File: src/sha1_pkg.sv
// Package with the SHA-1 types, constants and round helpers shared by the hasher.
`timescale 1ns / 1ps
package sha1_pkg;
  localparam logic [31:0] H0 = 32'h67452301;
  localparam logic [31:0] H1 = 32'hEFCDAB89;
  localparam logic [31:0] H2 = 32'h98BADCFE;
  localparam logic [31:0] H3 = 32'h10325476;
  localparam logic [31:0] H4 = 32'hC3D2E1F0;
  localparam logic [31:0] K0 = 32'h5A827999;
  localparam logic [31:0] K1 = 32'h6ED9EBA1;
  localparam logic [31:0] K2 = 32'h8F1BBCDC;
  localparam logic [31:0] K3 = 32'hCA62C1D6;
  localparam logic [7:0] PAD_BYTE = 8'h80;
  localparam int QueueDepth = 4;

  typedef struct packed {
    logic [7:0] data_byte;
    logic       byte_present;
    logic       end_of_message;
  } in_item_t;

  typedef struct packed {
    logic [31:0] digest_word;
    logic [2:0]  word_index;
    logic        last_word;
  } out_item_t;

  // Item as the back end sees it after classification.
  typedef struct packed {
    logic [7:0] data_byte;
    logic       push;
    logic       finish;
  } cmd_t;

  function automatic logic [31:0] round_f(input logic [6:0] r, input logic [31:0] b,
                                          input logic [31:0] c, input logic [31:0] d);
    logic [31:0] f;
    if (r < 7'd20) f = (b & c) | (~b & d);
    else if (r < 7'd40) f = b ^ c ^ d;
    else if (r < 7'd60) f = (b & c) | (b & d) | (c & d);
    else f = b ^ c ^ d;
    return f;
  endfunction

  function automatic logic [31:0] round_k(input logic [6:0] r);
    logic [31:0] k;
    if (r < 7'd20) k = K0;
    else if (r < 7'd40) k = K1;
    else if (r < 7'd60) k = K2;
    else k = K3;
    return k;
  endfunction
endpackage

File: src/sha1_stream_if.sv
// Valid/ready stream interface carrying one payload of a chosen type.
`timescale 1ns / 1ps
interface sha1_stream_if #(parameter type payload_t = logic) (input logic clk);
  logic     valid;
  logic     ready;
  payload_t payload;
  modport source (output valid, output payload, input ready);
  modport sink (input valid, input payload, output ready);
endinterface

File: src/sha1_front.sv
// Front end: accepts input items, drops plain idle items, queues commands.
`timescale 1ns / 1ps
module sha1_front (
  input  logic              clk,
  input  logic              rst,
  input  logic              in_valid,
  output logic              in_ready,
  input  sha1_pkg::in_item_t in_item,
  output logic              cmd_valid,
  input  logic              cmd_ready,
  output sha1_pkg::cmd_t    cmd
);
  import sha1_pkg::*;
  localparam int PW = $clog2(QueueDepth);

  cmd_t          queue [QueueDepth];
  logic [PW-1:0] wr_ptr;
  logic [PW-1:0] rd_ptr;
  logic [PW:0]   count;
  logic          push_q;
  logic          pop_q;
  logic          useful;

  assign in_ready  = (count != (PW+1)'(QueueDepth));
  assign useful    = in_item.byte_present | in_item.end_of_message;
  assign push_q    = in_valid & in_ready & useful;
  assign cmd_valid = (count != '0);
  assign pop_q     = cmd_valid & cmd_ready;
  assign cmd       = queue[rd_ptr];

  always_ff @(posedge clk) begin
    if (push_q) begin
      queue[wr_ptr] <= '{data_byte: in_item.data_byte, push: in_item.byte_present,
                         finish: in_item.end_of_message};
    end
    if (rst) begin
      wr_ptr <= '0;
      rd_ptr <= '0;
      count  <= '0;
    end else begin
      if (push_q) wr_ptr <= wr_ptr + 1'b1;
      if (pop_q) rd_ptr <= rd_ptr + 1'b1;
      count <= count + (PW+1)'(push_q) - (PW+1)'(pop_q);
    end
  end
endmodule

File: src/sha1_back.sv
// Back end: block buffer, padding sequencer, 80-round core and digest output.
`timescale 1ns / 1ps
module sha1_back (
  input  logic               clk,
  input  logic               rst,
  input  logic               cmd_valid,
  output logic               cmd_ready,
  input  sha1_pkg::cmd_t     cmd,
  output logic               out_valid,
  input  logic               out_ready,
  output sha1_pkg::out_item_t out_item
);
  import sha1_pkg::*;

  localparam logic [2:0] S_IDLE  = 3'd0;
  localparam logic [2:0] S_PAD   = 3'd1;
  localparam logic [2:0] S_ROUND = 3'd2;
  localparam logic [2:0] S_ADD   = 3'd3;
  localparam logic [2:0] S_EMIT  = 3'd4;

  logic [2:0]  state;
  logic [31:0] hw [5];
  logic [31:0] wbuf [16];
  logic [5:0]  fill;
  logic [63:0] bit_len;
  logic [63:0] len_snap;
  logic        finishing;
  logic        len_phase;
  logic [2:0]  len_idx;
  logic [6:0]  rnd;
  logic [31:0] a, b, c, d, e;
  logic [2:0]  emit_idx;
  logic [7:0]  pad_byte;
  logic [31:0] w_new;
  logic [31:0] w_cur;
  logic [31:0] t_sum;
  logic        byte_wr;
  logic [7:0]  byte_val;
  logic        marker_due;
  logic [7:0]  pad_sel;

  assign cmd_ready = (state == S_IDLE);

  // Padding byte stream after the marker: zeros, then the length from offset 56.
  always_comb begin
    if (len_phase) pad_byte = len_snap[63 - 8*len_idx -: 8];
    else pad_byte = 8'h00;
  end

  assign w_new = {wbuf[13] ^ wbuf[8] ^ wbuf[2] ^ wbuf[0]} << 1 |
                 {31'b0, wbuf[13][31] ^ wbuf[8][31] ^ wbuf[2][31] ^ wbuf[0][31]};
  assign w_cur = (rnd < 7'd16) ? wbuf[rnd[3:0]] : w_new;
  assign t_sum = {a[26:0], a[31:27]} + round_f(rnd, b, c, d) + e + round_k(rnd) + w_cur;

  always_comb begin
    byte_wr  = 1'b0;
    byte_val = cmd.data_byte;
    if (state == S_IDLE && cmd_valid && cmd.push) byte_wr = 1'b1;
    else if (state == S_PAD) begin
      byte_wr  = 1'b1;
      byte_val = pad_sel;
    end
  end

  assign out_valid = (state == S_EMIT);
  assign out_item  = '{digest_word: hw[emit_idx], word_index: emit_idx,
                       last_word: (emit_idx == 3'd4)};

  always_ff @(posedge clk) begin
    // Buffer writes and schedule shifting share the word array.
    if (byte_wr) wbuf[fill[5:2]][31 - 8*fill[1:0] -: 8] <= byte_val;
    if (state == S_ROUND && rnd >= 7'd16) begin
      for (int i = 0; i < 15; i++) wbuf[i] <= wbuf[i+1];
      wbuf[15] <= w_new;
    end
    if (rst) begin
      state     <= S_IDLE;
      hw        <= '{H0, H1, H2, H3, H4};
      fill      <= '0;
      bit_len   <= '0;
      finishing <= 1'b0;
      len_phase <= 1'b0;
      len_idx   <= '0;
      rnd       <= '0;
      emit_idx  <= '0;
    end else begin
      case (state)
        S_IDLE: begin
          if (cmd_valid) begin
            if (cmd.push) begin
              fill    <= fill + 1'b1;
              bit_len <= bit_len + 64'd8;
            end
            if (cmd.finish) begin
              finishing <= 1'b1;
              len_snap  <= bit_len + (cmd.push ? 64'd8 : 64'd0);
            end
            if (cmd.push && fill == 6'd63) begin
              state <= S_ROUND;
              rnd   <= '0;
              {a, b, c, d, e} <= {hw[0], hw[1], hw[2], hw[3], hw[4]};
            end else if (cmd.finish) begin
              state <= S_PAD;
            end
          end
        end
        S_PAD: begin
          fill <= fill + 1'b1;
          if (len_phase) len_idx <= len_idx + 1'b1;
          if (fill == 6'd55) len_phase <= 1'b1;
          if (fill == 6'd63) begin
            state <= S_ROUND;
            rnd   <= '0;
            {a, b, c, d, e} <= {hw[0], hw[1], hw[2], hw[3], hw[4]};
          end
        end
        S_ROUND: begin
          a <= t_sum;
          b <= a;
          c <= {b[1:0], b[31:2]};
          d <= c;
          e <= d;
          rnd <= rnd + 1'b1;
          if (rnd == 7'd79) state <= S_ADD;
        end
        S_ADD: begin
          hw[0] <= hw[0] + a;
          hw[1] <= hw[1] + b;
          hw[2] <= hw[2] + c;
          hw[3] <= hw[3] + d;
          hw[4] <= hw[4] + e;
          // The length is only written in the final padded block.
          if (!finishing) state <= S_IDLE;
          else if (len_phase) begin
            state    <= S_EMIT;
            emit_idx <= '0;
          end else state <= S_PAD;
        end
        S_EMIT: begin
          if (out_ready) begin
            emit_idx <= emit_idx + 1'b1;
            if (emit_idx == 3'd4) begin
              state     <= S_IDLE;
              hw        <= '{H0, H1, H2, H3, H4};
              fill      <= '0;
              bit_len   <= '0;
              finishing <= 1'b0;
              len_phase <= 1'b0;
              len_idx   <= '0;
              emit_idx  <= '0;
            end
          end
        end
        default: state <= S_IDLE;
      endcase
    end
  end

  // Marker byte placement: the first padding byte after an ending command.
  always_ff @(posedge clk) begin
    if (rst) marker_due <= 1'b0;
    else if (state == S_IDLE && cmd_valid && cmd.finish) marker_due <= 1'b1;
    else if (state == S_PAD) marker_due <= 1'b0;
  end
  assign pad_sel = marker_due ? PAD_BYTE : pad_byte;
endmodule

File: src/sha1_stream_hasher_top.sv
// Top level of the streaming SHA-1 hasher.
//   channel | direction | payload
//   in_ch   | sink      | data_byte, byte_present, end_of_message
//   out_ch  | source    | digest_word, word_index, last_word
// Every 64th byte starts an 80-round block pass in the back end, one round
// per cycle followed by a step that adds the chaining words. An ending
// transfer adds padding bytes, one or two block passes and five output
// transfers. A four-entry queue lets input transfers continue while a block
// pass runs. Reset (rst, synchronous) restores the initial chaining words
// and empties the queue; a stalled output holds its word.
`timescale 1ns / 1ps
module sha1_stream_hasher_top (
  input logic clk,
  input logic rst,
  sha1_stream_if.sink   in_ch,
  sha1_stream_if.source out_ch
);
  import sha1_pkg::*;

  logic cmd_valid;
  logic cmd_ready;
  cmd_t cmd;

  sha1_front u_front (
    .clk(clk), .rst(rst),
    .in_valid(in_ch.valid), .in_ready(in_ch.ready), .in_item(in_ch.payload),
    .cmd_valid(cmd_valid), .cmd_ready(cmd_ready), .cmd(cmd)
  );

  sha1_back u_back (
    .clk(clk), .rst(rst),
    .cmd_valid(cmd_valid), .cmd_ready(cmd_ready), .cmd(cmd),
    .out_valid(out_ch.valid), .out_ready(out_ch.ready), .out_item(out_ch.payload)
  );
endmodule

File: src/flat_wrapper.sv
// flat-port wrapper written by rule: the top's interface ports become plain ports
module sha1_stream_hasher_top_flat import sha1_pkg::*;
  (clk, rst, in_ch_valid, in_ch_payload, in_ch_ready, out_ch_valid, out_ch_payload, out_ch_ready);
  sha1_stream_if in_ch_i (.clk(clk));
  sha1_stream_if out_ch_i (.clk(clk));
  input logic clk;
  input logic rst;
  input wire logic [$bits(in_ch_i.valid)-1:0] in_ch_valid;
  input wire logic [$bits(in_ch_i.payload)-1:0] in_ch_payload;
  output wire logic [$bits(in_ch_i.ready)-1:0] in_ch_ready;
  output wire logic [$bits(out_ch_i.valid)-1:0] out_ch_valid;
  output wire logic [$bits(out_ch_i.payload)-1:0] out_ch_payload;
  input wire logic [$bits(out_ch_i.ready)-1:0] out_ch_ready;
  assign in_ch_i.valid = in_ch_valid;
  assign in_ch_i.payload = in_ch_payload;
  assign in_ch_ready = in_ch_i.ready;
  assign out_ch_valid = out_ch_i.valid;
  assign out_ch_payload = out_ch_i.payload;
  assign out_ch_i.ready = out_ch_ready;
  sha1_stream_hasher_top u_core (.clk(clk), .rst(rst), .in_ch(in_ch_i), .out_ch(out_ch_i));
endmodule
File: config.mk
export PLATFORM = sky130hd
export DESIGN_NAME = sha1_stream_hasher_top_flat
export DESIGN_NICKNAME = d
export VERILOG_FILES = /design/src/sha1_pkg.sv /design/src/sha1_stream_if.sv /design/src/sha1_front.sv /design/src/sha1_back.sv /design/src/sha1_stream_hasher_top.sv /design/src/flat_wrapper.sv
export SDC_FILE = /design/constraint.sdc
export NUM_CORES = 1
export LEC_CHECK = 0
export ABC_AREA = 1
export BUFFER_PORTS_ARGS = -buffer_cell sky130_fd_sc_hd__buf_2
export CAP_MARGIN = 30
export CORE_MARGIN = 3
export CORE_UTILIZATION = 45
export CTS_CLUSTER_DIAMETER = 50
export DETAILED_ROUTE_END_ITERATION = 6
export PLACE_DENSITY_LB_ADDON = 0.15
export RECOVER_POWER = 100
export SLEW_MARGIN = 20
export SYNTH_ARGS = -nofsm -noshare
export SYNTH_HDL_FRONTEND = slang
export SYNTH_HIERARCHICAL = 1
export SYNTH_SLANG_ARGS = --single-unit
File: constraint.sdc
create_clock -name clk -period 9.7 [get_ports clk]
set_input_delay 1.455 -clock clk [delete_from_list [all_inputs] [get_ports clk]]
set_output_delay 1.455 -clock clk [all_outputs]
set_load 0.005 [all_outputs]
Yosys cells after proc, flatten, opt, wreduce, memory -nomap -nowiden
Memory sizes are Yosys's and may differ from the RTL's. A register that Yosys moved wholly into a read port is not among the register bits.
Index checks and enable logic that the tools add are counted.
- bits in registers: 28
- RAM bits: 4
- bits of input ports: 5
- output and inout bits: 3
- word-level logic and storage cells: 90
- memories kept: 1
- add/subtract/negate cells: 7
- equal/unequal tests: 21
- mux-type cells: 35
- bitwise logic cells: 3
- reduce and logical (&&, ||, !) cells: 14
- memories (memory ; depth ; bits a word ; read ports ; clocked after memory_dff ; write ports ; line ; text):
    u_core.u_front.queue ; 4 ; 1 ; 1 ; 1 ; 1 ; sha1_front.sv:16 ; cmd_t queue [QueueDepth];
- operators with widths (operator ; number):
    3-bit two-way mux ; 13
    6-bit two-way mux ; 4
    7-bit two-way mux ; 3
    7-bit one-hot mux with 3 select lines ; 1
    6-bit one-hot mux with 3 select lines ; 1
    3-bit one-hot mux with 5 select lines ; 1
    2-bit inequality test (second input constant) ; 7
    6-bit equality test (second input constant) ; 2
    4-bit AND reduction ; 3
    5-bit AND reduction ; 2
    3-bit nonzero test ; 3
    2-bit by 1-bit inequality test with 1-bit output (second input constant) ; 4
    7-bit by 1-bit adder with 7-bit output (second input constant) ; 1
    7-bit equality test (second input constant) ; 1
    1-bit two-way mux ; 7
    6-bit by 1-bit adder with 6-bit output (second input constant) ; 1
    3-bit by 2-bit equality test with 1-bit output (second input constant) ; 2
    3-bit equality test (second input constant) ; 2
    3-bit one-hot mux with 2 select lines ; 1
    6-bit AND reduction ; 1
    2-bit nonzero test ; 3
    2-bit by 1-bit adder with 2-bit output (second input constant) ; 2
    2-bit two-way mux ; 2
    1-bit one-hot mux with 2 select lines ; 2
    9 further kinds ; 11

Longest topological paths before layout
Gate-level depths: netlist (run 1).
- depth after elaboration: 5
- gate-level depth with buffers: 15
- gate-level depth less buffers: 14

Hierarchy
Netlist (run 1), hierarchy kept.
- by module, submodules not included (module ; times used ; cells an instance ; area an instance (um^2) ; seq. area each (um^2)):
    sha1_back ; 1 ; 8052 ; 63093.0 ; 27015.9
    sha1_front ; 1 ; 168 ; 2031.9 ; 1381.3
    sha1_stream_hasher_top ; 1 ; 1 ; 3.8 ; 0.0

Least setup slack after synthesis (run 1)
OpenSTA, ideal clock, no wires.
- path type: input to register
- start point: in rst
- end point: reg u_core/u_back/a[0] (netlist name)
- setup time: 0.682 ns
- data arrival time: 8.495 ns
- path slack: 0.524 ns
- stages: 3
- buffers on the path: 2
- cells stage by stage: clkbuf_1 -> clkbuf_1 -> nor2_1
- RTL lines (element ; line ; text):
    start: declaration ; flat_wrapper.sv:7 ; input logic rst;

Worst setup path after layout (run 1)
- start point: in in_ch_payload
- end point: reg u_core.u_front.count[1]
- word-level cells in the longest chain between the ends: 3
- ends and longest elaborated chain (element ; line ; text):
    start: declaration ; flat_wrapper.sv:9 ; input wire logic [$bits(in_ch_i.payload)-1:0] in_ch_payload;
    1-bit AND ; sha1_front.sv:26 ; assign push_q = in_valid & in_ready & useful;
    3-bit by 1-bit adder with 3-bit output ; sha1_front.sv:43 ; count <= count + (PW+1)'(push_q) - (PW+1)'(pop_q);
    3-bit by 1-bit subtractor with 3-bit output ; sha1_front.sv:43 ;
    end signal: assignment ; sha1_front.sv:43 ;
    end: declaration ; sha1_front.sv:19 ; logic [PW:0] count;
No other way between the ends.
A chain may end at the register's enable or synchronous reset.

==> impl_metrics.toml, run 1 <==
[sta]
fmax_ghz = 0.335
finalSetupViolations = 0
worstMarginPinSlew_ns = 0.519
fin_crit_ns = 2.98
fin_setup_tns_ns = 0
fin_ws_ns = 6.72
timing.final.crit_share = 0.308
rsz0062_at_grt = "false"
finClkSkew_ns = 0.00450
hold_viol_final = 0
slew_violations = 0
slew_headroom = 0.654

[grt]
grt_usage = 0.128
grt_max_degree = 13
gr-total-overflow = 0
grt_pass1_wl_mm = 5.35
grt_pass1_vias = 1271
antenna_found_initial = 0

[placement]
finalWeightedCongestion = 0.749
port_buffers = 7
post-place-ws_ns = 6.57
hpwl_mm = 2.38

[clock_tree]
hold_buffers = 0
clkLatencyLatePin_ns = 0.29
cts-root-buf = "clkbuf_8"
cts_tree = "yes"
post_cts_buffers = 0
numCtsBuffers = 5
cts_htree_levels = 2
post_cts_resized = 0
path_clk_slew_ns = 0.08
cts.path.max_buffers = 2
clkSinkCount = 38

[power]
p_leak_nw = 0.971
power_density_nw_per_um2 = 251
ir_drop_v = 0.000143

[floorplanning]
num_rows = 23
die_area_um2 = 5430
die_x_um = 73.7
core_area_um2 = 4200
chipHeight_um = 73.7
start_util = 0.491
pin_count = 8

[worst_setup_path]
crit_type = "input pin to register"
worstSetupEndpointType = "register"
path_max_fanout = 9
cp_data_arrival_time_ns = 3.15
startpoint_type = "input pin"
worstPathRequired_ns = 9.86

[run_status]
status = "completed"

[detailed_routing]
viasPerCell = 4.61
drt-pass1-iter-count = 4
route.detailed.drc = 0
wl_mm = 3.06
antenna_left = 0
drt-initial-drc-count = 49
vias = 1485
routedWlPerCell_um = 9.52

[layout]
nets = 288
num_antenna_cells = 0
multi_input_area_um2 = 906
area_growth_pct = 5.52
nFillCells = 422
seq_area_um2 = 841
drive_above_1_share = 0.129

[logic_synthesis]
synthCells = 280
ys_warn_count = 6
netlist_area_um2 = 2060
synth.avg_cell_area_um2 = 7.37

[job]
drv_cap = 0

[hold_path]
hold_path_class = "register to register"
state kept, by name, indices dropped and copies added, names as in the netlist, named ones only:
| register | count |
|---|---|
| u_core/u_front/count | 3 |
| u_core/u_back/emit_idx | 3 |
| u_core/u_front/rd_ptr | 2 |
| u_core/u_back/state | 3 |
| u_core/u_back/finishing | 1 |
| u_core/u_back/rnd | 7 |
| u_core/u_front/wr_ptr | 2 |
| u_core/u_back/len_phase | 1 |
| u_core/u_back/fill | 6 |
| u_core/u_front/queue | 8 |
stage by stage:
stage | instance area (µm²) | hold WS, ns | util | instances | total power [mW]
floorplan | 2080 | 0.439 | - | 284 | 0.377
global placement | 2070 | 0.460 | 0.492 | 314 | 0.399
detailed placement | 2070 | 0.465 | 0.492 | 314 | 0.401
CTS | 2200 | 0.477 | 0.524 | 322 | 0.561
global route | 2180 | 0.494 | 0.518 | 322 | 0.595
finish | 2180 | 0.475 | 0.518 | 322 | 0.546
report_power, final:
| part | internal [mW] | switching, mW |
|---|---|---|
| registers | 0.188 | 0.0208 |
| logic | 0.0649 | 0.114 |
| clock network | 0.102 | 0.0561 |
| total | 0.355 | 0.191 |
final timing paths:
path / startpoint / endpoint / slack, ns / depth (start not counted)
worst max register to register: u_core/u_back/state[0] / u_core/u_front/count[1] / 7.57 / 11
worst min register to register: u_core/u_back/rnd[6] / u_core/u_back/rnd[6] / 0.48 / 2
worst min-delay path: u_core/u_back/rnd[6] / u_core/u_back/rnd[6] / 0.48 / 2
worst max-delay path: in_ch_payload / u_core/u_front/count[1] / 6.72 / 10
routing by layer:
metal,vias up,part of all wire,track usage
met5,-,0,0
met4,0,0.021,0.0604
met1,637,0.52,0.170
met3,5,0.040,0.0410
li1,825,-,-
met2,18,0.41,0.187
cells in the final DEF, fill, tap and decap left out, types with 5 or more instances in the layout:
master    instances
o21ai_0          14
nand2_1          39
nor3_1            6
a21oi_1          13
ha_1             11
edfxtp_1          8
inv_1            45
dfxtp_1          30
conb_1            5
clkbuf_8          5
inv_2             8
nand3_1           9
nor2_1           37
nor2_2            5
buf_2             5
cell type report:
class / instances / area share
clock buffers: 5 / 0.0316
clock inverters: 3 / 0.0293
inverters: 54 / 0.0931
multi-input cells: 165 / 0.416
flip-flops and latches: 38 / 0.386
well taps: 50 / 0.0287
repair buffers: 7 / 0.0149
worst max-delay path, cell delays in order:
cell	delay [ns]
clkbuf_1	0.15
nor2_1	0.07
nor2_1	0.28
nand2_8	0.12
ha_1	0.31
inv_1	0.05
ha_1	0.12
inv_1	0.05
fa_1	0.50
nor2_1	0.04
Power figures use the tool's default switching activity.
==> inputs of run 2 (changes only) <==
- clock period: 9.7 -> 2.55 ns (I/O delays scaled with it)
==> run 2 against run 1 <==
Against the previous run:
- setup slack got worse by 6.4 ns
- flip-flop and latch count stayed put
- routed wire length grew 4.7%
- largest power group unchanged
- non-clock buffer count grew 1
- clock power rose to 3.2 times the previous value
- clock skew increased by 0.0018 ns
- sequential power grew to 3.8 times the previous value
- cell count rose by 0.31%
- first-iteration DRC count decreased by 35%
- die area stayed put
==> impl_metrics.toml, run 2 (synthesized netlist as in run 1, its figures left out) <==
[sta]
worstMarginPinSlew_ns = 0.503
finClkSkew_ns = 0.00634
slew_violations = 0
hold_viol_final = 0
rsz0062_at_grt = "false"
slew_headroom = 0.663
fin_setup_tns_ns = 0
fmax_ghz = 0.457
finalSetupViolations = 0
timing.final.crit_share = 0.858
fin_crit_ns = 2.19

[placement]
hpwl_mm = 2.50
port_buffers = 7
finalWeightedCongestion = 0.783

[worst_setup_path]
cp_data_arrival_time_ns = 2.37
crit_start = "u_core/u_back/state[1]"
path_max_fanout = 6
cp.buffers_inverters = 4
crit_path_end = "u_core/u_front/count[2]"
cp_common_cell = "inv_1"
reg2reg_from = "u_core/u_back/state[1]"
crit_slowest_cell = "nor2_1"
crit_family = "adder cells"
worstSetupEndpointType = "register"
crit_chain = "inv_1, nand2_1, nor2_1, nand2_4, inv_1, ha_1, inv_1, ha_1, inv_1, fa_1, nor2_1, nor2_1"
ff2ff_path_depth = 12
crit_cells = 12
worstPathRequired_ns = 2.74
max_stage_delay_ns = 0.40
crit_type = "register to register"
startpoint_type = "register"
worstReg2RegEnd = "u_core/u_front/count[2]"
r2r_slack_ns = 0.36

[detailed_routing]
wl_mm = 3.21
drt-pass1-iter-count = 4
wl_met1_mm = 1.62
viasPerCell = 4.66
routedWlPerCell_um = 9.93
drt-initial-drc-count = 32
dr_wl_met2_mm = 1.42
top_layer = "met4"
antenna_left = 0
route.detailed.drc = 0
route.met3.wl_um = 123
vias = 1505

[hold_path]
hold_path_class = "input pin to register"

[grt]
antenna_found_initial = 0
grt_pass1_wl_mm = 5.76
gr-total-overflow = 0
grt_max_degree = 14
grt_usage = 0.137
grt_pass1_vias = 1424

[job]
drv_cap = 0

[power]
p_leak_nw = 0.961
power_density_nw_per_um2 = 923
ir_drop_v = 0.000524

[layout]
postLayoutCoreUtil = 0.515
nets = 289
largest_reg_flops = 8
regMostFlops = "u_core/u_front/queue"
largest_registers = "u_core/u_front/queue (8), u_core/u_back/rnd (7), u_core/u_back/fill (6)"
area_growth_pct = 4.85
drive_above_1_share = 0.125
layout_common_cells = "inv_1, nand2_1, nor2_1, dfxtp_1, o21ai_0"
num_antenna_cells = 0
final_common_cell = "inv_1"

[clock_tree]
path_clk_slew_ns = 0.08
post_cts_resized = 0
cts_htree_levels = 2
clkSinkCount = 38
numCtsBuffers = 5
cts-root-buf = "clkbuf_8"
post_cts_buffers = 0
cts.path.max_buffers = 2
hold_buffers = 0
clkLatencyLatePin_ns = 0.29
cts_tree = "yes"

[floorplanning]
start_util = 0.491
chipHeight_um = 73.7
pin_count = 8
die_area_um2 = 5430
num_rows = 23
core_area_um2 = 4200
die_x_um = 73.7

[run_status]
status = "completed"
[run 2: layer usage]
layer / global-route usage / vias up
li1: - / 828
met1: 0.174 / 655
met3: 0.0369 / 4
met2: 0.214 / 18
met5: 0 / -
met4: 0.0664 / 0
[run 2: worst register-to-register path, stage by stage (launching register included)]
cell and delay (ns):
dfxtp_1 0.31, inv_1 0.08, nand2_1 0.09, nor2_1 0.40, nand2_4 0.08, inv_1 0.10, ha_1 0.23, inv_1 0.05
ha_1 0.13, inv_1 0.05, fa_1 0.40, nor2_1 0.11, nor2_1 0.05
[run 2: worst min path at each step]
stage                          from                    endpoint  slack, ns  cells after the start
3_3_place_gp   u_core/u_back/rnd[6]        u_core/u_back/rnd[6]       0.46                      2
3_5_place_dp   u_core/u_back/rnd[6]        u_core/u_back/rnd[6]       0.46                      2
4_1_cts               in_ch_payload  u_core/u_front/queue[1][0]       0.31                      1
2_1_floorplan  u_core/u_back/rnd[6]        u_core/u_back/rnd[6]       0.44                      2
6_report              in_ch_payload  u_core/u_front/queue[1][0]       0.37                      1
5_1_grt               in_ch_payload  u_core/u_front/queue[1][0]       0.39                      1
[run 2: through the flow]
stage / setup slack (ns) / power (mW) / hold slack, ns / cells / area, µm²
detailed placement: 0.417 / 1.55 / 0.461 / 315 / 2080
finish: 0.362 / 2.00 / 0.374 / 323 / 2160
CTS: 0.407 / 2.07 / 0.306 / 323 / 2190
global placement: 0.475 / 1.54 / 0.457 / 315 / 2080
global route: 0.152 / 2.17 / 0.388 / 323 / 2160
floorplan: 0.569 / 1.43 / 0.439 / 284 / 2080
[run 2: power breakdown]
| part | leakage (nW) | total, mW | switching (mW) | internal (mW) |
|---|---|---|---|---|
| logic | 0.593 | 0.696 | 0.443 | 0.253 |
| registers | 0.318 | 0.792 | 0.0778 | 0.714 |
| clock network | 0.0504 | 0.508 | 0.217 | 0.291 |
| total | 0.961 | 2.00 | 0.738 | 1.26 |
[run 2: area by class of cell]
class | instances | area, µm²
Clock buffer | 5 | 68.8
Timing Repair Buffer | 8 | 37.5
Fill cell | 440 | 2040
Inverter | 54 | 203
Clock inverter | 3 | 45.0
Multi-Input combinational cell | 165 | 906
Sequential cell | 38 | 841
Tap cell | 50 | 62.6
